==> src/spti_pkg.sv <==
// Shared types and constants of the sync-point time interpolator.
package spti_pkg;

  localparam int unsigned TW = 44;

  localparam logic [TW-1:0] EPOCH_MS = 44'd315964800000;
  localparam logic [29:0]   WEEK_MS  = 30'd604800000;
  localparam logic [TW-1:0] GUARD_MS = 44'd3600000;
  localparam logic [TW-1:0] MASK44   = {TW{1'b1}};
  localparam logic [46:0]   QCAP     = 47'd1 << 46;

  localparam logic FUNC_LOAD  = 1'b0;
  localparam logic FUNC_QUERY = 1'b1;

  localparam logic [2:0] CONF_EXACT    = 3'd0;
  localparam logic [2:0] CONF_INTERP   = 3'd1;
  localparam logic [2:0] CONF_FORWARD  = 3'd2;
  localparam logic [2:0] CONF_BACKWARD = 3'd3;
  localparam logic [2:0] CONF_SESSION  = 3'd4;

  localparam logic [2:0] CFG_ANCHOR_WEEK  = 3'd0;
  localparam logic [2:0] CFG_WIN_START    = 3'd1;
  localparam logic [2:0] CFG_WIN_END      = 3'd2;
  localparam logic [2:0] CFG_UP_OFFSET    = 3'd3;
  localparam logic [2:0] CFG_UP_OFF_VALID = 3'd4;
  localparam logic [2:0] CFG_FIRST_UP     = 3'd5;

  typedef enum logic [4:0] {
    ST_IDLE, ST_PRE, ST_CHK, ST_FP, ST_GRD, ST_BS, ST_BSW, ST_EXR, ST_EXW,
    ST_RDP, ST_RDQ, ST_QW, ST_DIFF, ST_MUL, ST_DIV, ST_OFF, ST_FIN
  } state_e;

  typedef enum logic [2:0] {
    RD_ZERO, RD_MID, RD_LO, RD_P, RD_Q
  } rd_sel_e;

  // Commands from the controller to the datapath.
  typedef struct packed {
    logic    cap;
    logic    pre;
    logic    bridge;
    logic    raw;
    logic    fp;
    logic    bs_init;
    logic    bs_step;
    logic    exact;
    logic    pick;
    logic    p_cap;
    logic    q_cap;
    logic    diff;
    logic    mul;
    logic    div;
    logic    off;
    logic    fin;
    logic    rd_en;
    rd_sel_e rd_sel;
  } cmd_t;

  // Status from the datapath to the controller.
  typedef struct packed {
    logic ge_epoch;
    logic n_zero;
    logic bridge;
    logic fp;
    logic guard;
    logic bs_more;
    logic exact;
    logic slope;
    logic last_mul;
    logic last_div;
  } stat_t;

  // Clamps a signed time-of-week to the 44-bit range.
  function automatic logic [TW-1:0] clamp_tow(input logic signed [47:0] v);
    logic [TW-1:0] r;
    if (v[47]) begin
      r = '0;
    end else if (v[46:44] != 3'd0) begin
      r = MASK44;
    end else begin
      r = v[43:0];
    end
    return r;
  endfunction

endpackage

==> src/spti_dp.sv <==
// Datapath of the sync-point time interpolator: registers, checks and the serial multiply-divide.
module spti_dp #(
  parameter int unsigned MAX_POINTS = 1024
) (
  input  logic                          clk_i,
  input  logic                          rst_ni,
  input  spti_pkg::cmd_t                cmd_i,
  output spti_pkg::stat_t               stat_o,
  input  logic                          func_i,
  input  logic [43:0]                   time_ms_i,
  input  logic [43:0]                   week_time_ms_i,
  input  logic [31:0]                   source_id_i,
  input  logic                          cfg_we_i,
  input  logic [2:0]                    cfg_index_i,
  input  logic [44:0]                   cfg_data_i,
  output logic                          ram_we_o,
  output logic [$clog2(MAX_POINTS)-1:0] ram_waddr_o,
  output logic [87:0]                   ram_wdata_o,
  output logic [$clog2(MAX_POINTS)-1:0] ram_raddr_o,
  input  logic [87:0]                   ram_rdata_i,
  output logic                          done_o,
  output logic [43:0]                   resolved_ms_o,
  output logic [2:0]                    confidence_o,
  output logic [31:0]                   result_id_o
);
  import spti_pkg::*;

  localparam int unsigned AW = $clog2(MAX_POINTS);
  localparam int unsigned CW = $clog2(MAX_POINTS + 1);
  localparam logic [CW-1:0] MAXC = CW'(MAX_POINTS);

  // Configuration registers.
  logic [11:0]        anchor_q;
  logic [43:0]        fws_q, fwe_q, fpu_q;
  logic signed [44:0] uoff_q;
  logic               uov_q;

  always_ff @(posedge clk_i or negedge rst_ni) begin
    if (!rst_ni) begin
      anchor_q <= '0;
      fws_q    <= '0;
      fwe_q    <= '0;
      uoff_q   <= '0;
      uov_q    <= 1'b0;
      fpu_q    <= '0;
    end else if (cfg_we_i) begin
      case (cfg_index_i)
        CFG_ANCHOR_WEEK:  anchor_q <= cfg_data_i[11:0];
        CFG_WIN_START:    fws_q    <= cfg_data_i[43:0];
        CFG_WIN_END:      fwe_q    <= cfg_data_i[43:0];
        CFG_UP_OFFSET:    uoff_q   <= cfg_data_i;
        CFG_UP_OFF_VALID: uov_q    <= cfg_data_i[0];
        CFG_FIRST_UP:     fpu_q    <= cfg_data_i[43:0];
        default: ;
      endcase
    end
  end

  // Point count and store writes.
  logic [CW-1:0] count_q;
  logic          full;

  assign full        = (count_q == MAXC);
  assign ram_we_o    = cmd_i.cap && func_i == FUNC_LOAD && !full;
  assign ram_waddr_o = count_q[AW-1:0];
  assign ram_wdata_o = {time_ms_i, week_time_ms_i};

  always_ff @(posedge clk_i or negedge rst_ni) begin
    if (!rst_ni) begin
      count_q <= '0;
    end else if (ram_we_o) begin
      count_q <= count_q + CW'(1);
    end
  end

  logic [43:0] rd_host, rd_week;
  assign rd_host = ram_rdata_i[87:44];
  assign rd_week = ram_rdata_i[43:0];

  // Query registers.
  logic [43:0]        t_q;
  logic [31:0]        id_q;
  logic signed [46:0] br_q, wlo_q, whi_q, st;
  logic [42:0]        aoff_q;
  logic [CW-1:0]      lo_q, hi_q, mid_q, mid, p_idx_q, q_idx_q;
  logic               base_q_q, use_q;
  logic [2:0]         pconf_q;
  logic [43:0]        ph_q, pw_q, qh_q, qw_q, bw_q;
  logic signed [45:0] dt_q;
  logic               neg_q, slope_q;
  logic [87:0]        mcand_q, prod_q;
  logic [43:0]        mplier_q, den_q;
  logic [44:0]        rem_q;
  logic [46:0]        quot_q;
  logic               ovf_q;
  logic [6:0]         cnt_q;
  logic [43:0]        tow_q;
  logic               conv_q;
  logic [2:0]         conf_q;

  assign st  = $signed({3'b000, t_q});
  assign mid = lo_q + ((hi_q - lo_q) >> 1);

  // Read address selection.
  always_comb begin
    case (cmd_i.rd_sel)
      RD_ZERO: ram_raddr_o = '0;
      RD_MID:  ram_raddr_o = mid[AW-1:0];
      RD_LO:   ram_raddr_o = lo_q[AW-1:0];
      RD_P:    ram_raddr_o = p_idx_q[AW-1:0];
      RD_Q:    ram_raddr_o = q_idx_q[AW-1:0];
      default: ram_raddr_o = '0;
    endcase
  end

  // Early checks.
  logic               in_win, br_in_win;
  logic signed [47:0] fp_br;
  assign in_win    = (st >= wlo_q) && (st <= whi_q);
  assign br_in_win = (br_q >= wlo_q) && (br_q <= whi_q);
  assign fp_br     = $signed({4'b0, t_q}) + $signed({4'b0, rd_week})
                   - $signed({4'b0, fpu_q});

  assign stat_o.ge_epoch = (t_q >= EPOCH_MS);
  assign stat_o.n_zero   = (count_q == '0);
  assign stat_o.bridge   = uov_q && anchor_q != '0 && fwe_q >= fws_q && !in_win
                           && br_in_win;
  assign stat_o.fp       = fpu_q != '0 && t_q < (rd_week >> 1);
  assign stat_o.guard    = anchor_q != '0 && fws_q > GUARD_MS
                           && ({1'b0, t_q} + {1'b0, GUARD_MS}) < {1'b0, fws_q};
  assign stat_o.bs_more  = lo_q < hi_q;
  assign stat_o.exact    = lo_q < count_q && rd_host == t_q;
  assign stat_o.slope    = slope_q;
  assign stat_o.last_mul = cnt_q == 7'd43;
  assign stat_o.last_div = cnt_q == 7'd87;

  // Difference terms for the slope pair.
  logic [43:0]        bh;
  logic signed [45:0] dt;
  logic signed [44:0] dh, dw;
  logic [44:0]        adt, adh, adw;
  assign bh  = base_q_q ? qh_q : ph_q;
  assign dt  = $signed({2'b00, t_q}) - $signed({2'b00, bh});
  assign dh  = $signed({1'b0, qh_q}) - $signed({1'b0, ph_q});
  assign dw  = $signed({1'b0, qw_q}) - $signed({1'b0, pw_q});
  assign adt = dt[45] ? 45'(-dt) : dt[44:0];
  assign adh = dh[44] ? 45'(-dh) : 45'(dh);
  assign adw = dw[44] ? 45'(-dw) : 45'(dw);

  // Division step and final offset.
  logic [45:0]        rem_sh;
  logic               ge;
  logic [46:0]        m;
  logic signed [47:0] off, sum;
  assign rem_sh = {rem_q, prod_q[87]};
  assign ge     = rem_sh >= {2'b00, den_q};
  assign m      = (ovf_q || quot_q > QCAP) ? QCAP : quot_q;
  assign off    = slope_q ? (neg_q ? -$signed({1'b0, m}) : $signed({1'b0, m}))
                          : 48'(dt_q);
  assign sum    = $signed({4'b0, bw_q}) + off;

  // Query sequencing registers.
  always_ff @(posedge clk_i) begin
    if (cmd_i.cap) begin
      t_q  <= time_ms_i;
      id_q <= source_id_i;
    end
    if (cmd_i.pre) begin
      br_q   <= st + 47'(uoff_q);
      wlo_q  <= $signed({3'b000, fws_q}) - $signed({3'b000, GUARD_MS});
      whi_q  <= $signed({3'b000, fwe_q}) + $signed({3'b000, GUARD_MS});
      aoff_q <= 43'(anchor_q * WEEK_MS) + 43'(EPOCH_MS);
    end
    if (cmd_i.raw) begin
      tow_q  <= t_q;
      conv_q <= 1'b0;
      conf_q <= stat_o.ge_epoch ? CONF_EXACT : CONF_SESSION;
    end
    if (cmd_i.bridge) begin
      tow_q  <= clamp_tow(48'(br_q));
      conv_q <= 1'b1;
      conf_q <= (br_q < $signed({3'b000, fws_q})) ? CONF_BACKWARD : CONF_INTERP;
    end
    if (cmd_i.fp) begin
      tow_q  <= clamp_tow(fp_br);
      conv_q <= 1'b1;
      conf_q <= CONF_BACKWARD;
    end
    if (cmd_i.bs_init) begin
      lo_q <= '0;
      hi_q <= count_q;
    end
    if (cmd_i.rd_en && cmd_i.rd_sel == RD_MID) begin
      mid_q <= mid;
    end
    if (cmd_i.bs_step) begin
      if (rd_host < t_q) lo_q <= mid_q + CW'(1);
      else hi_q <= mid_q;
    end
    if (cmd_i.exact) begin
      tow_q  <= rd_week;
      conv_q <= 1'b1;
      conf_q <= CONF_EXACT;
    end
    if (cmd_i.pick) begin
      if (lo_q == '0) begin
        p_idx_q  <= '0;
        q_idx_q  <= CW'(1);
        base_q_q <= 1'b0;
        use_q    <= count_q >= CW'(2);
        pconf_q  <= CONF_BACKWARD;
      end else if (lo_q == count_q) begin
        p_idx_q  <= (count_q >= CW'(2)) ? count_q - CW'(2) : '0;
        q_idx_q  <= count_q - CW'(1);
        base_q_q <= 1'b1;
        use_q    <= count_q >= CW'(2);
        pconf_q  <= CONF_FORWARD;
      end else begin
        p_idx_q  <= lo_q - CW'(1);
        q_idx_q  <= lo_q;
        base_q_q <= 1'b0;
        use_q    <= 1'b1;
        pconf_q  <= CONF_INTERP;
      end
    end
    if (cmd_i.p_cap) begin
      ph_q <= rd_host;
      pw_q <= rd_week;
    end
    if (cmd_i.q_cap) begin
      qh_q <= rd_host;
      qw_q <= rd_week;
    end
    if (cmd_i.diff) begin
      bw_q     <= base_q_q ? qw_q : pw_q;
      dt_q     <= dt;
      neg_q    <= (dt[45] ^ dw[44] ^ dh[44]) && dt != '0 && dw != '0;
      slope_q  <= use_q && dh != '0;
      mcand_q  <= {43'b0, adt};
      mplier_q <= adw[43:0];
      den_q    <= adh[43:0];
      prod_q   <= '0;
      rem_q    <= '0;
      quot_q   <= '0;
      ovf_q    <= 1'b0;
      cnt_q    <= '0;
    end
    if (cmd_i.mul) begin
      if (mplier_q[0]) prod_q <= prod_q + mcand_q;
      mcand_q  <= mcand_q << 1;
      mplier_q <= mplier_q >> 1;
      cnt_q    <= stat_o.last_mul ? 7'd0 : cnt_q + 7'd1;
    end
    if (cmd_i.div) begin
      rem_q  <= ge ? 45'(rem_sh - {2'b00, den_q}) : rem_sh[44:0];
      prod_q <= prod_q << 1;
      quot_q <= {quot_q[45:0], ge};
      ovf_q  <= ovf_q | quot_q[46];
      cnt_q  <= cnt_q + 7'd1;
    end
    if (cmd_i.off) begin
      tow_q  <= clamp_tow(sum);
      conv_q <= 1'b1;
      conf_q <= pconf_q;
    end
  end

  // Epoch anchoring and the result word.
  logic [44:0] anch_sum;
  assign anch_sum = {2'b00, aoff_q} + {1'b0, tow_q};

  always_ff @(posedge clk_i or negedge rst_ni) begin
    if (!rst_ni) begin
      done_o <= 1'b0;
    end else begin
      done_o <= cmd_i.fin;
    end
  end

  always_ff @(posedge clk_i) begin
    if (cmd_i.fin) begin
      if (conv_q && anchor_q != '0) begin
        resolved_ms_o <= anch_sum[44] ? MASK44 : anch_sum[43:0];
      end else begin
        resolved_ms_o <= tow_q;
      end
      confidence_o <= conf_q;
      result_id_o  <= id_q;
    end
  end

  // The result strobe lasts one cycle.
  assert property (@(posedge clk_i) disable iff (!rst_ni) done_o |=> !done_o)
    else $error("result strobe longer than one cycle");
  // The store never overfills.
  assert property (@(posedge clk_i) disable iff (!rst_ni) count_q <= MAXC)
    else $error("point count beyond capacity");
  // The search bounds stay ordered and within the count.
  assert property (@(posedge clk_i) disable iff (!rst_ni)
    $past(cmd_i.bs_step) |-> (lo_q <= hi_q && hi_q <= count_q))
    else $error("search bounds out of order");

endmodule

==> config.mk <==
export PLATFORM = sky130hd
export DESIGN_NAME = spti_dp
export DESIGN_NICKNAME = d
export VERILOG_FILES = /design/src/spti_pkg.sv /design/src/spti_dp.sv
export SDC_FILE = /design/constraint.sdc
export NUM_CORES = 2
export LEC_CHECK = 0
export BUFFER_PORTS_ARGS = -buffer_cell sky130_fd_sc_hd__buf_2
export CORE_ASPECT_RATIO = 1.1
export CORE_MARGIN = 2
export CORE_UTILIZATION = 30
export DETAILED_ROUTE_END_ITERATION = 10
export GPL_TIMING_DRIVEN = 0
export SETUP_SLACK_MARGIN = 0.02
export SLEW_MARGIN = 15
export SYNTH_ARGS = -nofsm -noshare
export SYNTH_HDL_FRONTEND = slang
export SYNTH_SLANG_ARGS = --single-unit
==> constraint.sdc <==
create_clock -name clk_i -period 17.5 [get_ports clk_i]
set_input_delay 1.75 -clock clk_i [delete_from_list [all_inputs] [get_ports clk_i]]
set_output_delay 1.75 -clock clk_i [all_outputs]
set_load 0.03 [all_outputs]
==> impl_metrics.tcl <==
set metrics [dict create \
    max_cap_viol_count 0 \
    post_layout_nonfiller_instances 14963 \
    critPathMaxStageDelay_ns 0.62 \
    io_pins 479 \
    clockPowerShare_pct 20.9 \
    fill_cells 32456 \
    slew_headroom_pct 13.6 \
    wl_met1_um 147000 \
    clock_latency_ns 0.91 \
    die_h_um 594 \
    grt_pass1_vias 75741 \
    routed.top_layer "met5" \
    dp_cells 14601 \
    comb_power_share_pct 49.6 \
    status "completed" \
    final_common_cell "ha_1" \
    synth_ff_type "edfxtp_1" \
    leakagePower_nw 45.7 \
    dieArea_um2 321000 \
    max_freq_mhz 97.3 \
    wl_per_cell_um 24.3 \
    finalSetupViolCount 0 \
    area_growth_pct 14.3 \
    final_hold_viol_count 0 \
    antenna_found_initial 94 \
    end_kind "flop" \
    clk_pin_slew_ns 0.06 \
    path_max_fanout 10 \
    rsz0062_at_grt "no" \
    first_iter_violations 7189 \
    rows 216 \
    p_sw_w 0.00687 \
    period_needed_ns 10.28 \
    clock_path_buffers 4 \
    numCtsBuffers 155 \
    hold_slack_ns 0.406 \
    routed-wl-met3_um 21400 \
    yosys_warnings 0 \
    slew_viol_final 0 \
    timing.rr.end "tow_q[31]" \
    postCtsSetupBuffers 0 \
    hold_class "reg2reg" \
    arrival_ns 10.89 \
    synth-edff-count 947 \
    yosysTopAreaCellShare_pct 30.0 \
    core_um2 315000 \
    placed_cell_area_um2 103000 \
    mostFrequentLayoutCells "ha_1 (979), edfxtp_1 (947), a21oi_1 (835)" \
    vias 79631 \
    fin_crit_sh_pct 58.7 \
    cp.required_ns 18.11 \
    die_w_um 540 \
    grt_max_degree 98 \
    layout-drive-gt1-share_pct 10.6 \
    hold_buffers 0 \
    final_cell_area_um2 108000 \
    synth_cell_types 119 \
    startpoint_type "flop" \
    synth_area_leaders "edfxtp_1 (30%), ha_1 (13%), dfrtp_1 (5.3%)" \
    remaining_drc_errors 0 \
    worstReg2RegStart "quot_q[21]" \
    syn_avg_cell_area_um2 9.49 \
    synthCells 9997 \
    wl_met2_um 167000 \
    gp_congestion 1.00 \
    place_ws_ns 7.58 \
    ys_ff_latch 1262 \
    root_buffer "clkbuf_16" \
    p_sw_share_pct 42.8 \
    fin_skew_ns 0.0786 \
    crit_start "quot_q[21]" \
    ff2ff_setup_slack_ns 7.22 \
    grt_first_pass_wirelength_um 519000 \
    reg2reg_depth 32 \
    drt-vias-per-instance 5.32 \
    wl_um 363000 \
    timing.final.ws_setup_ns 7.22 \
    vdd.ir_drop.worst_v 0.000148 \
    cts_max_level 4 \
    ys_seq_area_share_pct 37.7 \
    yosysTopAreaCell "edfxtp_1" \
    synth.cell_area_um2 94800 \
    fin_tns_setup_ns 0 \
    clkSinkCount 1262 \
    tightest_slew_ns 1.30 \
    port_buffers 430 \
    grt_overflow_total 0 \
    postRouteAntennaNets 0 \
    initial_core_util_pct 30.1 \
    internal_power_w 0.00917 \
    cts_resized 0 \
    syn_nets 11328 \
    dr.pass1.iters 6 \
    grt_use_total_pct 21.9 \
    nets 11948 \
    dpl.hpwl_um 297000 \
    power_density_nw_per_um2 148 \
    slowest_stage "or4_1" \
    cts_tree "done" \
    synthArstFlopShare_pct 16.0 \
    pwr-share-seq_pct 29.5 \
    endpoint "tow_q[31]" \
    crit_type "reg2reg" \
]
kinds of logic after synthesis:
family,count (synthesis),share of synthesized area (%)
compound gates,2812,18.9
xor+xnor,704,6.50
fa+ha+maj,1051,14.4
buf+inv,1229,5.40
flops,1262,37.7
mux,278,3.16
simple gates,2661,13.9
worst max-delay path: cells and delay by family, from the launching register on:
| kind | cells | cell delay [ns] |
|---|---|---|
| adders and majority gates | 2 | 0.78 |
| AOI/OAI and AO/OA | 13 | 4.29 |
| DFF | 1 | 0.47 |
| and+or+nand+nor | 14 | 3.53 |
| buffers and inverters | 3 | 0.88 |
flip-flops by register name, indices dropped and copies added (netlist names), 46 cells and up:
signal,count
br_q,46
quot_q,47
prod_q,88
mcand_q,88
synthesized netlist by cell type, types with 20 or more instances:
| cell | instances |
|---|---|
| nand2b_1 | 97 |
| ha_1 | 979 |
| and2_1 | 133 |
| a221o_1 | 22 |
| nand2_1 | 702 |
| nor2_1 | 636 |
| and3_1 | 75 |
| o31a_1 | 20 |
| xnor2_1 | 512 |
| o211ai_1 | 52 |
| dfrtp_1 | 202 |
| nor4_1 | 77 |
| or4_1 | 22 |
| o21a_1 | 111 |
| or3_1 | 58 |
| fa_1 | 72 |
| mux2_2 | 173 |
| a31oi_1 | 90 |
| o21bai_1 | 62 |
| a22oi_1 | 30 |
| xor2_1 | 192 |
| o41ai_1 | 21 |
| nor3_1 | 164 |
| a211oi_1 | 86 |
| a221oi_1 | 36 |
| dfxtp_1 | 113 |
| a211o_1 | 23 |
| a21boi_0 | 20 |
| a21o_1 | 381 |
| mux2i_1 | 105 |
| nand3_1 | 211 |
| o21ai_0 | 666 |
| o31ai_1 | 55 |
| a2111oi_0 | 22 |
| a22o_1 | 23 |
| nand4_1 | 194 |
| o2bb2ai_1 | 24 |
| or2_2 | 49 |
| edfxtp_1 | 947 |
| a21oi_1 | 835 |
| inv_1 | 756 |
| a311oi_1 | 29 |
| clkbuf_1 | 328 |
| buf_4 | 107 |
| nor2b_1 | 118 |
worst min-delay path by stage:
stage	slack (ns)	cells after the start	end	startpoint
after global placement	0.40	0	result_id_o[21]	id_q[21]
after global routing	0.41	0	result_id_o[22]	id_q[22]
final	0.41	0	result_id_o[31]	id_q[31]
after detailed placement	0.41	0	result_id_o[6]	id_q[6]
after floorplan	0.40	0	confidence_o[0]	conf_q[0]
after CTS	0.41	0	result_id_o[31]	id_q[31]
final cells by class:
type | count | area [µm²] | area share (%)
Antenna cell | 80 | 200 | 0.185
Buffer | 471 | 2280 | 2.10
Timing Repair Buffer | 463 | 2840 | 2.62
Tap cell | 4142 | 5180 | 4.78
Sequential cell | 1262 | 35800 | 33.0
Clock buffer | 200 | 4250 | 3.92
Clock inverter | 81 | 957 | 0.883
Inverter | 758 | 2850 | 2.63
Multi-Input combinational cell | 7506 | 54000 | 49.9
power groups by stage:
stage | registers (W) | logic [W] | clock network, W
2_1_floorplan | 0.00457 | 0.00564 | 0
3_3_place_gp | 0.00478 | 0.00776 | 0
3_5_place_dp | 0.00477 | 0.00783 | 0
4_1_cts | 0.00472 | 0.00788 | 0.00341
5_1_grt | 0.00478 | 0.00881 | 0.00352
6_report | 0.00473 | 0.00797 | 0.00335
per-stage QoR:
stage / power [W] / util, %
finish: 0.0160 / 34.4
global route: 0.0171 / 34.4
CTS: 0.0160 / 34.4
detailed placement: 0.0126 / 32.7
global placement: 0.0125 / 32.5
floorplan: 0.0102 / -
routing by layer:
| metal | track usage [%] | vias up |
|---|---|---|
| met3 | 2.37 | 716 |
| met1 | 27.3 | 38327 |
| met4 | 14.9 | 6 |
| met2 | 35.5 | 2674 |
| li1 | - | 37908 |
| met5 | 0 | - |
Power figures use the tool's default switching activity.
