$ cat src/spti_pkg.sv
// Shared types and constants of the sync-point time interpolator.
package spti_pkg;

  localparam int unsigned TW = 44;

  localparam logic [TW-1:0] EPOCH_MS = 44'd315964800000;
  localparam logic [29:0]   WEEK_MS  = 30'd604800000;
  localparam logic [TW-1:0] GUARD_MS = 44'd3600000;
  localparam logic [TW-1:0] MASK44   = {TW{1'b1}};
  localparam logic [46:0]   QCAP     = 47'd1 << 46;

  localparam logic FUNC_LOAD  = 1'b0;
  localparam logic FUNC_QUERY = 1'b1;

  localparam logic [2:0] CONF_EXACT    = 3'd0;
  localparam logic [2:0] CONF_INTERP   = 3'd1;
  localparam logic [2:0] CONF_FORWARD  = 3'd2;
  localparam logic [2:0] CONF_BACKWARD = 3'd3;
  localparam logic [2:0] CONF_SESSION  = 3'd4;

  localparam logic [2:0] CFG_ANCHOR_WEEK  = 3'd0;
  localparam logic [2:0] CFG_WIN_START    = 3'd1;
  localparam logic [2:0] CFG_WIN_END      = 3'd2;
  localparam logic [2:0] CFG_UP_OFFSET    = 3'd3;
  localparam logic [2:0] CFG_UP_OFF_VALID = 3'd4;
  localparam logic [2:0] CFG_FIRST_UP     = 3'd5;

  typedef enum logic [4:0] {
    ST_IDLE, ST_PRE, ST_CHK, ST_FP, ST_GRD, ST_BS, ST_BSW, ST_EXR, ST_EXW,
    ST_RDP, ST_RDQ, ST_QW, ST_DIFF, ST_MUL, ST_DIV, ST_OFF, ST_FIN
  } state_e;

  typedef enum logic [2:0] {
    RD_ZERO, RD_MID, RD_LO, RD_P, RD_Q
  } rd_sel_e;

  // Commands from the controller to the datapath.
  typedef struct packed {
    logic    cap;
    logic    pre;
    logic    bridge;
    logic    raw;
    logic    fp;
    logic    bs_init;
    logic    bs_step;
    logic    exact;
    logic    pick;
    logic    p_cap;
    logic    q_cap;
    logic    diff;
    logic    mul;
    logic    div;
    logic    off;
    logic    fin;
    logic    rd_en;
    rd_sel_e rd_sel;
  } cmd_t;

  // Status from the datapath to the controller.
  typedef struct packed {
    logic ge_epoch;
    logic n_zero;
    logic bridge;
    logic fp;
    logic guard;
    logic bs_more;
    logic exact;
    logic slope;
    logic last_mul;
    logic last_div;
  } stat_t;

  // Clamps a signed time-of-week to the 44-bit range.
  function automatic logic [TW-1:0] clamp_tow(input logic signed [47:0] v);
    logic [TW-1:0] r;
    if (v[47]) begin
      r = '0;
    end else if (v[46:44] != 3'd0) begin
      r = MASK44;
    end else begin
      r = v[43:0];
    end
    return r;
  endfunction

endpackage

$ cat src/spti_ctrl.sv
// Controller state machine of the sync-point time interpolator.
module spti_ctrl (
  input  logic           clk_i,
  input  logic           rst_ni,
  input  logic           start,
  input  logic           func_i,
  input  spti_pkg::stat_t stat_i,
  output spti_pkg::cmd_t  cmd_o,
  output logic           busy
);
  import spti_pkg::*;

  state_e state_q, state_d;

  // State register.
  always_ff @(posedge clk_i or negedge rst_ni) begin
    if (!rst_ni) begin
      state_q <= ST_IDLE;
    end else begin
      state_q <= state_d;
    end
  end

  // Next state.
  always_comb begin
    state_d = state_q;
    case (state_q)
      ST_IDLE: if (start && func_i == FUNC_QUERY) state_d = ST_PRE;
      ST_PRE:  state_d = ST_CHK;
      ST_CHK: begin
        if (stat_i.ge_epoch || stat_i.n_zero || stat_i.bridge) state_d = ST_FIN;
        else state_d = ST_FP;
      end
      ST_FP:   state_d = stat_i.fp ? ST_FIN : ST_GRD;
      ST_GRD:  state_d = stat_i.guard ? ST_FIN : ST_BS;
      ST_BS:   state_d = stat_i.bs_more ? ST_BSW : ST_EXR;
      ST_BSW:  state_d = ST_BS;
      ST_EXR:  state_d = ST_EXW;
      ST_EXW:  state_d = stat_i.exact ? ST_FIN : ST_RDP;
      ST_RDP:  state_d = ST_RDQ;
      ST_RDQ:  state_d = ST_QW;
      ST_QW:   state_d = ST_DIFF;
      ST_DIFF: state_d = ST_MUL;
      ST_MUL: begin
        if (!stat_i.slope) state_d = ST_OFF;
        else if (stat_i.last_mul) state_d = ST_DIV;
      end
      ST_DIV:  if (stat_i.last_div) state_d = ST_OFF;
      ST_OFF:  state_d = ST_FIN;
      ST_FIN:  state_d = ST_IDLE;
      default: state_d = ST_IDLE;
    endcase
  end

  // Commands for the current state.
  always_comb begin
    cmd_o = '0;
    cmd_o.rd_sel = RD_ZERO;
    case (state_q)
      ST_IDLE: cmd_o.cap = start;
      ST_PRE:  cmd_o.pre = 1'b1;
      ST_CHK: begin
        if (stat_i.ge_epoch || stat_i.n_zero) begin
          cmd_o.raw = 1'b1;
        end else if (stat_i.bridge) begin
          cmd_o.bridge = 1'b1;
        end else begin
          cmd_o.rd_en  = 1'b1;
          cmd_o.rd_sel = RD_ZERO;
        end
      end
      ST_FP:   cmd_o.fp = stat_i.fp;
      ST_GRD: begin
        cmd_o.raw     = stat_i.guard;
        cmd_o.bs_init = !stat_i.guard;
      end
      ST_BS: begin
        cmd_o.rd_en  = stat_i.bs_more;
        cmd_o.rd_sel = RD_MID;
      end
      ST_BSW:  cmd_o.bs_step = 1'b1;
      ST_EXR: begin
        cmd_o.rd_en  = 1'b1;
        cmd_o.rd_sel = RD_LO;
      end
      ST_EXW: begin
        cmd_o.exact = stat_i.exact;
        cmd_o.pick  = !stat_i.exact;
      end
      ST_RDP: begin
        cmd_o.rd_en  = 1'b1;
        cmd_o.rd_sel = RD_P;
      end
      ST_RDQ: begin
        cmd_o.p_cap  = 1'b1;
        cmd_o.rd_en  = 1'b1;
        cmd_o.rd_sel = RD_Q;
      end
      ST_QW:   cmd_o.q_cap = 1'b1;
      ST_DIFF: cmd_o.diff = 1'b1;
      ST_MUL:  cmd_o.mul = stat_i.slope;
      ST_DIV:  cmd_o.div = 1'b1;
      ST_OFF:  cmd_o.off = 1'b1;
      ST_FIN:  cmd_o.fin = 1'b1;
      default: cmd_o = '0;
    endcase
  end

  assign busy = (state_q != ST_IDLE);

  // A query leaves idle only on a start.
  assert property (@(posedge clk_i) disable iff (!rst_ni)
    (state_q == ST_IDLE && !start) |=> state_q == ST_IDLE)
    else $error("left idle without start");
  // Every finish returns to idle.
  assert property (@(posedge clk_i) disable iff (!rst_ni)
    state_q == ST_FIN |=> state_q == ST_IDLE)
    else $error("finish did not return to idle");
  // Multiply only with a slope.
  assert property (@(posedge clk_i) disable iff (!rst_ni)
    cmd_o.mul |-> stat_i.slope)
    else $error("multiply without slope");

endmodule

$ cat config.mk
export PLATFORM = sky130hd
export DESIGN_NAME = spti_ctrl
export DESIGN_NICKNAME = d
export VERILOG_FILES = /design/src/spti_pkg.sv /design/src/spti_ctrl.sv
export SDC_FILE = /design/constraint.sdc
export NUM_CORES = 1
export LEC_CHECK = 0
export ABC_AREA = 1
export ABC_CLOCK_PERIOD_IN_PS = 1620
export BUFFER_PORTS_ARGS = -buffer_cell sky130_fd_sc_hd__buf_4
export CAP_MARGIN = 40
export CORE_MARGIN = 1
export CORE_UTILIZATION = 42
export DETAILED_ROUTE_END_ITERATION = 12
export GPL_TIMING_DRIVEN = 1
export PLACE_DENSITY = 0.77
export REMOVE_ABC_BUFFERS = 1
export SLEW_MARGIN = 20
export SYNTH_ARGS = -nofsm -noshare
export SYNTH_HDL_FRONTEND = slang
export SYNTH_SLANG_ARGS = --single-unit
$ cat constraint.sdc
create_clock -name clk_i -period 1.62 [get_ports clk_i]
set_input_delay 0.081 -clock clk_i [delete_from_list [all_inputs] [get_ports clk_i]]
set_output_delay 0.081 -clock clk_i [all_outputs]
set_load 0.02 [all_outputs]
==> results_dict.tcl, run 1 <==
set metrics [dict create \
    outcome "finished, final reports clean" \
    switching_share 0.5186 \
    num_rows 13 \
    post-route-min-period_ps 1592 \
    power_density_nw_per_um2 1195 \
    clkPwrFrac 0.122 \
    ys_ff_latch 5 \
    seqPwrFrac 0.195 \
    dieHeight_um 39.74 \
    slew_violations 0 \
    drtIter0Drc 44 \
    clkSinkCount 5 \
    nNetsFinal 167 \
    synth_area_per_cell_um2 5.437 \
    vias 836 \
    rsz0062_at_grt "true" \
    ant_nets 0 \
    clock_latency_ps 240 \
    cts_max_path_buffers 2 \
    grt_pass1_wl_um 3008 \
    hold_end "state_q[2]" \
    reg_top3 "state_q (5)" \
    internal_power_mw 0.5665 \
    clock_skew_ps 3.748 \
    r2r_cells 9 \
    ir_drop_mv 0.7459 \
    critPathArrivalTime_ps 1510 \
    drt_wl_total_um 2007 \
    post-place-ws_ps 231.9 \
    cts_root_buffer "clkbuf_4" \
    max_freq_ghz 0.6280 \
    drt_first_pass_iters 4 \
    ios 35 \
    viasPerCell 5.006 \
    regMostFlops "state_q" \
    routedWlPerCell_um 12.02 \
    crit_path_start_kind "register" \
    ff2ff_setup_slack_ps 230 \
    p_switching_mw 0.6103 \
    antenna_found_initial 0 \
    die_w_um 39.74 \
    power_mw 1.177 \
    die-area_um2 1579 \
    path_max_fanout 7 \
    criticalPathCategory "reg2out" \
    cts_tree "done" \
    grt_overflow_total 0 \
    yosys_warnings 0 \
    required_ps 1540 \
    static-leakage-power_nw 0.6459 \
    tightest_slew_ps 349.7 \
    regToRegStartpoint "state_q[4]" \
    fillers 117 \
    gp_congestion 0.9431 \
    port_buffers 34 \
    setup_tns_ps 0 \
    synth_seq_area_share 0.2092 \
    largest_register_ffs 5 \
    multi_input_area_um2 410.4 \
    num_antenna_cells 0 \
    period_share 0.9829 \
    grt_pass1_vias 756 \
    cp-end-kind "output pin" \
    cap_violations 0 \
    ys_types 18 \
    htreeDepth 1 \
    comb_power_share 0.683 \
    setup_violations 0 \
    syn_area_um2 598.1 \
    min_path_cells 2 \
    drive_above_1_share 0.4013 \
    drc 0 \
    grt_usage 0.2908 \
    start_util 0.4539 \
    finalHoldViolCount 0 \
    dpl.cell_count 159 \
    stdcell_count 167 \
    synthToLayoutAreaGrowth_pct 64.64 \
    grt_start_max_net_pins 10 \
    hold_path.startpoint "stat_i[6]" \
    synthCells 110 \
    hpwl_um 1510 \
    seqCellArea_um2 128.9 \
    holdWs_ps 100.4 \
    timing.rr.end "state_q[0]" \
    cts_buffers 3 \
    final.setup.worst_slack_ps 27.75 \
    fp.coreArea_um2 1318 \
    maxSlewHeadroom 0.7647 \
    clkTransAtPathRegs_ps 50 \
    hold_path.class "in2reg" \
]
per-layer routing:
metal  part of all wire  track usage  up-vias
li1                   -            -      429
met1               0.42       0.3724      356
met2               0.49       0.4918       47
met3              0.078      0.02273        4
met4              0.012       0.1207        0
met5                  0            0        -
cells in the mapped netlist:
library cell  number  area share
nand2_1           28        0.18
inv_1             23        0.14
nor2_1            23        0.14
nand3_1            7       0.059
dfrtp_1            5        0.21
nand4_1            5       0.052
inv_2              3       0.019
a21oi_1            2       0.017
nand2_2            2       0.021
nor2_2             2       0.021
nor3_1             2       0.017
o2111ai_1          2       0.029
buf_4              1       0.013
nand3_4            1       0.029
nor4_1             1       0.010
o21a_1             1       0.013
o21bai_1           1       0.013
o311ai_0           1       0.015
cell families (layout without fill, tap and decap cells):
family	after synthesis	after routing	share of synthesized area
buffers and inverters	27	69	0.1757
flip-flops	5	5	0.2092
AO/OA/AOI/OAI	7	7	0.08579
AND/OR/NAND/NOR	71	71	0.5293
placed cells by master, fill, tap and decap left out:
| master | instances |
|---|---|
| nor3_1 | 1 |
| nor2_1 | 19 |
| clkbuf_1 | 1 |
| nand3_1 | 6 |
| o2111ai_1 | 1 |
| nand3_2 | 1 |
| buf_4 | 37 |
| a21oi_1 | 2 |
| dfrtp_2 | 3 |
| o21a_1 | 1 |
| nand3_4 | 1 |
| clkbuf_4 | 3 |
| nand2_2 | 4 |
| nand2_1 | 26 |
| o2111ai_2 | 1 |
| dlygate4sd3_1 | 1 |
| inv_2 | 3 |
| nor4_1 | 1 |
| inv_4 | 1 |
| dfrtp_1 | 2 |
| nor2_4 | 1 |
| inv_1 | 22 |
| nor2_2 | 5 |
| o21bai_1 | 1 |
| nand4_1 | 5 |
| nor3_4 | 1 |
| o311ai_0 | 1 |
| dlymetal6s2s_1 | 1 |
repair_timing:
action                     4_1_cts  5_1_grt
setup buffers                    2        1
hold buffers                     1        0
setup endpoints to repair        2        4
hold endpoints to repair         5        0
cloned                           0        0
resized for setup                2       14
worst max path at each step:
stage	start	to	slack, ps	cells after the start
2_1_floorplan	state_q[0]	cmd_o[4]	170	3
4_1_cts	state_q[4]	cmd_o[3]	20	7
5_1_grt	state_q[3]	cmd_o[16]	-40	6
3_3_place_gp	state_q[2]	cmd_o[3]	210	7
6_report	state_q[3]	cmd_o[3]	30	6
3_5_place_dp	state_q[2]	cmd_o[3]	230	7
cell type report:
| class | instances | share of cell area |
|---|---|---|
| inverters | 26 | 0.1017 |
| multi-input cells | 78 | 0.4168 |
| repair buffers | 39 | 0.3050 |
| flip-flops and latches | 5 | 0.1309 |
| well taps | 15 | 0.01906 |
| clock buffers | 4 | 0.02668 |
power groups by stage:
| stage | logic (mW) | clock network [mW] | registers, mW |
|---|---|---|---|
| floorplan | 0.449 | 0 | 0.206 |
| global placement | 0.698 | 0 | 0.217 |
| detailed placement | 0.701 | 0 | 0.218 |
| CTS | 0.739 | 0.142 | 0.218 |
| global route | 0.885 | 0.158 | 0.234 |
| finish | 0.804 | 0.144 | 0.229 |
per-stage QoR:
step | area, µm² | util
global placement | 872.1 | 0.6619
finish | 984.7 | 0.7474
floorplan | 590.6 | -
global route | 984.7 | 0.7474
detailed placement | 872.1 | 0.6619
CTS | 929.6 | 0.7056
critical path, stage by stage (launching register included):
cell       delay, ps
dfrtp_2          480
nor2_4           160
nand2_1          110
nor2_2           120
nand2_1          100
o2111ai_2        110
buf_4            180
(Power assumes the default switching activity.)
==> run 2, diff against run 1 <==
Settings changed: ABC_AREA 1 to not set, CORE_UTILIZATION 42 to 45, CTS_BUF_LIST set to sky130_fd_sc_hd__clkbuf_4 sky130_fd_sc_hd__clkbuf_8, PLACE_DENSITY 0.77 to 0.81, RECOVER_POWER set to 50.
==> run 2 against run 1 <==
Against the previous run:
- the run now fails in global routing
- synthesized cell count shrank 10%
- area after synthesis increased by 6.7%
==> results_dict.tcl, run 2 <==
set metrics [dict create \
    ys_types 28 \
    outcome "aborted with a tool error" \
    cts_root_buffer "clkbuf_4" \
    async_flop_share 1.000 \
    gp_congestion 0.8499 \
    port_buffers 34 \
    grt_usage 0.7202 \
    synth-main-ff-cell "dfrtp_1" \
    hpwl_um 1873 \
    synthCells 99 \
    error "[ERROR GRT-0232] Routing congestion too high. Check the congestion heatmap in the GUI." \
    yosys-top-cells-area "dfrtp_1, nor2_1, nor4_1" \
    worstEndpointType "output port" \
    htreeDepth 1 \
    placed_area_um2 992.2 \
    ios 35 \
    syn_area_um2 638.1 \
    num_rows 13 \
    synth_common_cells "nor2_1, clkbuf_1, a21oi_1, nand2_1" \
    stop_stage "global routing" \
    cts_max_path_buffers 2 \
    synth_most_common_cell "nor2_1" \
    synth_edf_count 0 \
    post-place-ws_ps 13.98 \
    grt_start_max_net_pins 13 \
    die_w_um 39.66 \
    grt_overflow_total 12 \
    synth_seq_area_share 0.1961 \
    ys_ff_latch 5 \
    start_util 0.4843 \
    yosys_warnings 0 \
    cts_buffers 3 \
    dieHeight_um 39.66 \
    yosys.area.top_type "dfrtp_1" \
    grt_repair_worst_endpoint "cmd_o[3]" \
    clkSinkCount 5 \
    synth_top_area_share 0.1961 \
    synth_area_per_cell_um2 6.446 \
]
-- run 2: cell types whose count changed after synthesis, sizes merged, moves of 6 or more --
cell	before	now
nor2	25	12
nand2	30	7
o21ai	0	6
clkbuf	0	8
inv	26	4
-- run 2: per-layer routing --
layer	global-route usage	GRT overflow
met5	0	0
met4	0.8707	8
met2	0.8811	4
met1	0.6907	0
met3	0.5284	0
-- run 2: per-stage QoR --
step,cells,hold slack [ps],utilization
CTS,164,160.1,0.8708
floorplan,89,-214.6,-
detailed placement,154,-114.4,0.7531
global placement,154,-115.3,0.7531
-- run 2: cells by family after synthesis --
family,after synthesis,share of synthesized area
AND/OR/NAND/NOR,57,0.4863
flip-flops,5,0.1961
multiplexers,1,0.01569
AO/OA/AOI/OAI,22,0.2157
buffers and inverters,14,0.08627
-- run 2: what timing repair did --
item,in CTS
pin swaps,2
endpoints found under the hold margin,5
buffers inserted,5
endpoints found under the setup margin,16
hold buffers,1
resized for setup,22
==> run 3, diff against run 2 <==
Settings changed: CORE_AREA set to 2 2 63 65, CORE_MARGIN 1 to not set, CORE_UTILIZATION 45 to not set, CTS_BUF_LIST sky130_fd_sc_hd__clkbuf_4 sky130_fd_sc_hd__clkbuf_8 to not set, DIE_AREA set to 0 0 65 67, PLACE_DENSITY 0.81 to not set, PLACE_DENSITY_LB_ADDON set to 0.15.
==> run 3 against run 2 <==
Against the previous run:
- the flow now finishes, with violations (negative setup slack)
- synthesized cell count unchanged
- area after synthesis stayed put
==> results_dict.tcl, run 3 <==
set metrics [dict create \
    outcome "finished, violations left" \
    violations "negative setup slack" \
    cts_buffers 3 \
    clock_skew_ps 4.469 \
    synth-main-ff-cell "dfrtp_1" \
    finalHoldViolCount 0 \
    hold_path.class "in2reg" \
    static-leakage-power_nw 0.6032 \
    num_antenna_cells 0 \
    drt_wl_total_um 2849 \
    utilization 0.3522 \
    post-route-min-period_ps 1668 \
    dpl.cell_count 193 \
    largest_register_ffs 5 \
    critPathArrivalTime_ps 1590 \
    min_path_cells 3 \
    drc 0 \
    antenna_found_initial 0 \
    die_w_um 65 \
    busiest_layer "met2" \
    ir_drop_mv 0.5116 \
    synth_top_area_share 0.1961 \
    criticalPathCategory "reg2out" \
    timing.rr.end "state_q[0]" \
    multi_input_area_um2 524.3 \
    vias 989 \
    synth_seq_area_share 0.1961 \
    fillers 418 \
    power_mw 1.539 \
    setup_tns_ps -63.61 \
    power_density_nw_per_um2 1212 \
    viasPerCell 4.824 \
    nNetsFinal 172 \
    synth_common_cells "nor2_1, clkbuf_1, a21oi_1, nand2_1" \
    yosys-top-cells-area "dfrtp_1, nor2_1, nor4_1" \
    ys_ff_latch 5 \
    grt_use_met1 0.1699 \
    cts_root_buffer "clkbuf_8" \
    final_common_cell "buf_4" \
    ant_nets 0 \
    hpwl_um 2183 \
    dieHeight_um 67 \
    setup_violations 2 \
    ff2ff_setup_slack_ps 50 \
    grt_start_max_net_pins 13 \
    grt_pass1_vias 921 \
    path_max_fanout 7 \
    num_rows 22 \
    synth_edf_count 0 \
    clock_latency_ps 220 \
    htreeDepth 1 \
    synth_area_per_cell_um2 6.446 \
    fp.coreArea_um2 3606 \
    final.setup.worst_slack_ps -48.32 \
    async_flop_share 1.000 \
    grt_use_met2 0.2191 \
    synthToLayoutAreaGrowth_pct 99.02 \
    drtIter0Drc 38 \
    cts_max_path_buffers 2 \
    drt_first_pass_iters 4 \
    yosys.area.top_type "dfrtp_1" \
    ios 35 \
    tightest_slew_ps 261.5 \
    reg_top3 "state_q (5)" \
    r2r_cells 4 \
    routedWlPerCell_um 13.90 \
    syn_area_um2 638.1 \
    ys_types 28 \
    regToRegStartpoint "state_q[4]" \
    cts_tree "done" \
    synth_most_common_cell "nor2_1" \
    seqCellArea_um2 130.1 \
    gr-usage-met3 0.03716 \
    hold_end "state_q[0]" \
    slew_violations 0 \
    hold_path.startpoint "stat_i[1]" \
    synthCells 99 \
    clkTransAtPathRegs_ps 40 \
    regMostFlops "state_q" \
    crit_path_start_kind "register" \
    start_util 0.1770 \
    gp_congestion 0.8341 \
    grt_usage 0.1312 \
    max_freq_ghz 0.5994 \
    cp-end-kind "output pin" \
    cap_violations 0 \
    stdcell_count 205 \
    drive_above_1_share 0.5287 \
    period_share 1.030 \
    final_cell_mix "buf_4, nor2_1, nand2_1, a21oi_1, nor3_1" \
    port_buffers 34 \
    grt_pass1_wl_um 4360 \
    required_ps 1540 \
    grt_overflow_total 0 \
    rsz0062_at_grt "true" \
    die-area_um2 4355 \
    yosys_warnings 0 \
    clkSinkCount 5 \
    maxSlewHeadroom 0.8241 \
]
-- run 3: cell counts after synthesis --
No cell type changed its count.
-- run 3: kinds of logic after synthesis --
logic type | share of synthesized area
AOI/OAI and AO/OA | 0.2157
buffers and inverters | 0.08627
DFF | 0.1961
muxes | 0.01569
and+or+nand+nor | 0.4863
-- run 3: worst max path at each step --
stage                from         end  slack [ps]  depth (start not counted)
6_report       state_q[4]    cmd_o[3]         -50                          6
5_1_grt        state_q[4]   cmd_o[16]        -110                          6
4_1_cts        state_q[4]    cmd_o[3]         -40                          7
3_5_place_dp   state_q[4]    cmd_o[3]          20                          5
3_3_place_gp   state_q[0]   cmd_o[16]          20                          5
2_1_floorplan  state_q[2]  state_q[1]        -350                          4
-- run 3: power breakdown --
group	switching, mW	internal (mW)
registers	0.0716	0.164
logic	0.532	0.538
clock network	0.0681	0.166
-- run 3: layout make-up --
| class | count | area share |
|---|---|---|
| Clock buffer | 3 | 0.03251 |
| Clock inverter | 1 | 0.003941 |
| Inverter | 4 | 0.01182 |
| Multi-Input combinational cell | 80 | 0.4128 |
| Sequential cell | 5 | 0.1025 |
| Tap cell | 48 | 0.04729 |
| Timing Repair Buffer | 64 | 0.3892 |
-- run 3: metal layers --
metal  vias up  wire length, µm
met5         -                0
met4         0                8
met3         2              193
met2        41             1354
met1       472             1292
li1        474                -
-- run 3: metrics by stage --
stage / setup slack [ps] / hold WS, ps / area [µm²]
after floorplan: -352.4 / -214.6 / 598.1
after global placement: 23.22 / -112.4 / 1079
after detailed placement: 16.14 / -113.0 / 1079
after CTS: -39.79 / 155.1 / 1240
after global routing: -108.8 / 200.2 / 1270
final: -48.32 / 158.3 / 1270
-- run 3: critical path, stage by stage, from the launching register on --
cell and delay [ps]:
dfrtp_2 440, or3b_4 390, buf_6 140, mux2i_1 130, nand2_1 80, nand3_2 70
buf_6 110
-- run 3: what timing repair did --
item                                   CTS  global route
setup buffers                            5             2
pin swaps                                7             3
setup endpoints to repair               12            16
resized for setup                       19             6
hold buffers                             1             0
endpoints found under the hold margin    5             0
==> run 4, diff against run 3 <==
Settings changed: ABC_AREA set to 1.
==> run 4 against run 3 <==
Against the previous run:
- the flow now finishes without violations
- worst setup slack better by 130 ps
- worst hold slack worse by 20 ps
- critical path depth unchanged
- register-to-register slack better by 190 ps
- sequential share of layout area up 2.4 points
- final cell count down 2.9%
- critical endpoint unchanged
- largest cell class unchanged
- largest power group unchanged
==> results_dict.tcl, run 4 (synthesis gave the netlist of run 1 again) <==
set metrics [dict create \
    fp.coreArea_um2 3606 \
    setup_violations 0 \
    grt_start_max_net_pins 10 \
    clock_latency_ps 220 \
    path_max_fanout 7 \
    cp-end-kind "output pin" \
    num_rows 22 \
    drt_first_pass_iters 4 \
    crit_path_start_kind "register" \
    hpwl_um 1841 \
    drt_wl_total_um 2146 \
    cts_tree "done" \
    finalHoldViolCount 0 \
    hold_path.class "in2reg" \
    die-area_um2 4355 \
    period_share 0.9526 \
    max_freq_ghz 0.6480 \
    power_density_nw_per_um2 1189 \
    nNetsFinal 166 \
    critPathArrivalTime_ps 1460 \
    final_common_cell "buf_4" \
    drive_above_1_share 0.3841 \
    reg_top3 "state_q (5)" \
    ff2ff_setup_slack_ps 240 \
    ir_drop_mv 0.2632 \
    synthToLayoutAreaGrowth_pct 70.71 \
    cap_violations 0 \
    tightest_slew_ps 376.6 \
    cts_buffers 3 \
    static-leakage-power_nw 0.6373 \
    regMostFlops "state_q" \
    criticalPathCategory "reg2out" \
    largest_register_ffs 5 \
    grt_overflow_total 0 \
    seqCellArea_um2 128.9 \
    r2r_cells 8 \
    multi_input_area_um2 397.9 \
    grt_usage 0.1052 \
    die_w_um 65 \
    grt_pass1_wl_um 3484 \
    clkTransAtPathRegs_ps 30 \
    viasPerCell 4.136 \
    post-route-min-period_ps 1543 \
    final_cell_mix "buf_4, nand2_1, inv_1, nor2_1, nand3_1" \
    gp_congestion 0.8171 \
    maxSlewHeadroom 0.7466 \
    fillers 423 \
    grt_pass1_vias 797 \
    dieHeight_um 67 \
    stdcell_count 199 \
    drtIter0Drc 24 \
    clock_skew_ps 0.3663 \
    cp-endpoint "cmd_o[3]" \
    clkSinkCount 5 \
    routedWlPerCell_um 10.78 \
    htreeDepth 1 \
    start_util 0.1659 \
    dpl.cell_count 192 \
    timing.rr.end "state_q[2]" \
    vias 823 \
    required_ps 1540 \
    antenna_found_initial 0 \
    outcome "finished, final reports clean" \
    ios 35 \
    regToRegStartpoint "state_q[3]" \
    ant_nets 0 \
    slew_violations 0 \
    port_buffers 34 \
    rsz0062_at_grt "true" \
    setup_tns_ps 0 \
    num_antenna_cells 0 \
    cts_root_buffer "clkbuf_8" \
    startpoint "state_q[3]" \
    drc 0 \
    cts_max_path_buffers 2 \
]
[run 4: repair_timing]
action,4_1_cts,5_1_grt
endpoints found under the hold margin,5,0
pin swaps,0,2
setup endpoints to repair,1,4
resized for setup,1,13
hold buffers,1,0
setup buffers,0,2
[run 4: power breakdown]
group / switching (mW) / internal, mW
Sequential: 0.0600 / 0.166
Clock: 0.0539 / 0.168
Combinational: 0.473 / 0.293
[run 4: layout make-up]
class,count,share of cell area
clock buffers,4,0.04412
inverters,26,0.09804
multi-input cells,78,0.3897
flip-flops and latches,5,0.1262
well taps,48,0.05882
repair buffers,38,0.2831
[run 4: worst min path at each step]
stage	depth (start not counted)	start	slack, ps	endpoint
floorplan	0	rst_ni	-210	state_q[0]
global placement	1	rst_ni	-120	state_q[0]
detailed placement	1	rst_ni	-120	state_q[0]
CTS	2	stat_i[6]	150	state_q[2]
global route	2	stat_i[6]	150	state_q[2]
finish	2	stat_i[6]	140	state_q[2]
[run 4: stage by stage]
step	util	worst slack (ps)	cell area (µm²)	hold WS, ps	total power, mW
2_1_floorplan	-	168.6	590.6	-214.6	0.6548
3_3_place_gp	0.2533	157.2	913.4	-115.2	0.9353
3_5_place_dp	0.2533	197.8	913.4	-115.1	0.9251
4_1_cts	0.2689	3.170	969.7	149.4	1.159
5_1_grt	0.2831	-4.851	1021	148.1	1.333
6_report	0.2831	76.83	1021	138.3	1.214
[run 4: critical path, cell delays in order (launching register included)]
cell	delay, ps
dfrtp_2	480
inv_2	80
nand2_1	60
nor2_2	130
nand2_1	110
o2111ai_1	210
buf_4	180
[run 4: routing by layer]
layer	part of all wire	GRT usage	vias to the layer above	wire length, µm
met4	0	0.03191	0	0
met2	0.45	0.1740	41	967
li1	-	-	430	-
met3	0.11	0.02027	0	227
met5	0	0	-	0
met1	0.44	0.1378	352	951
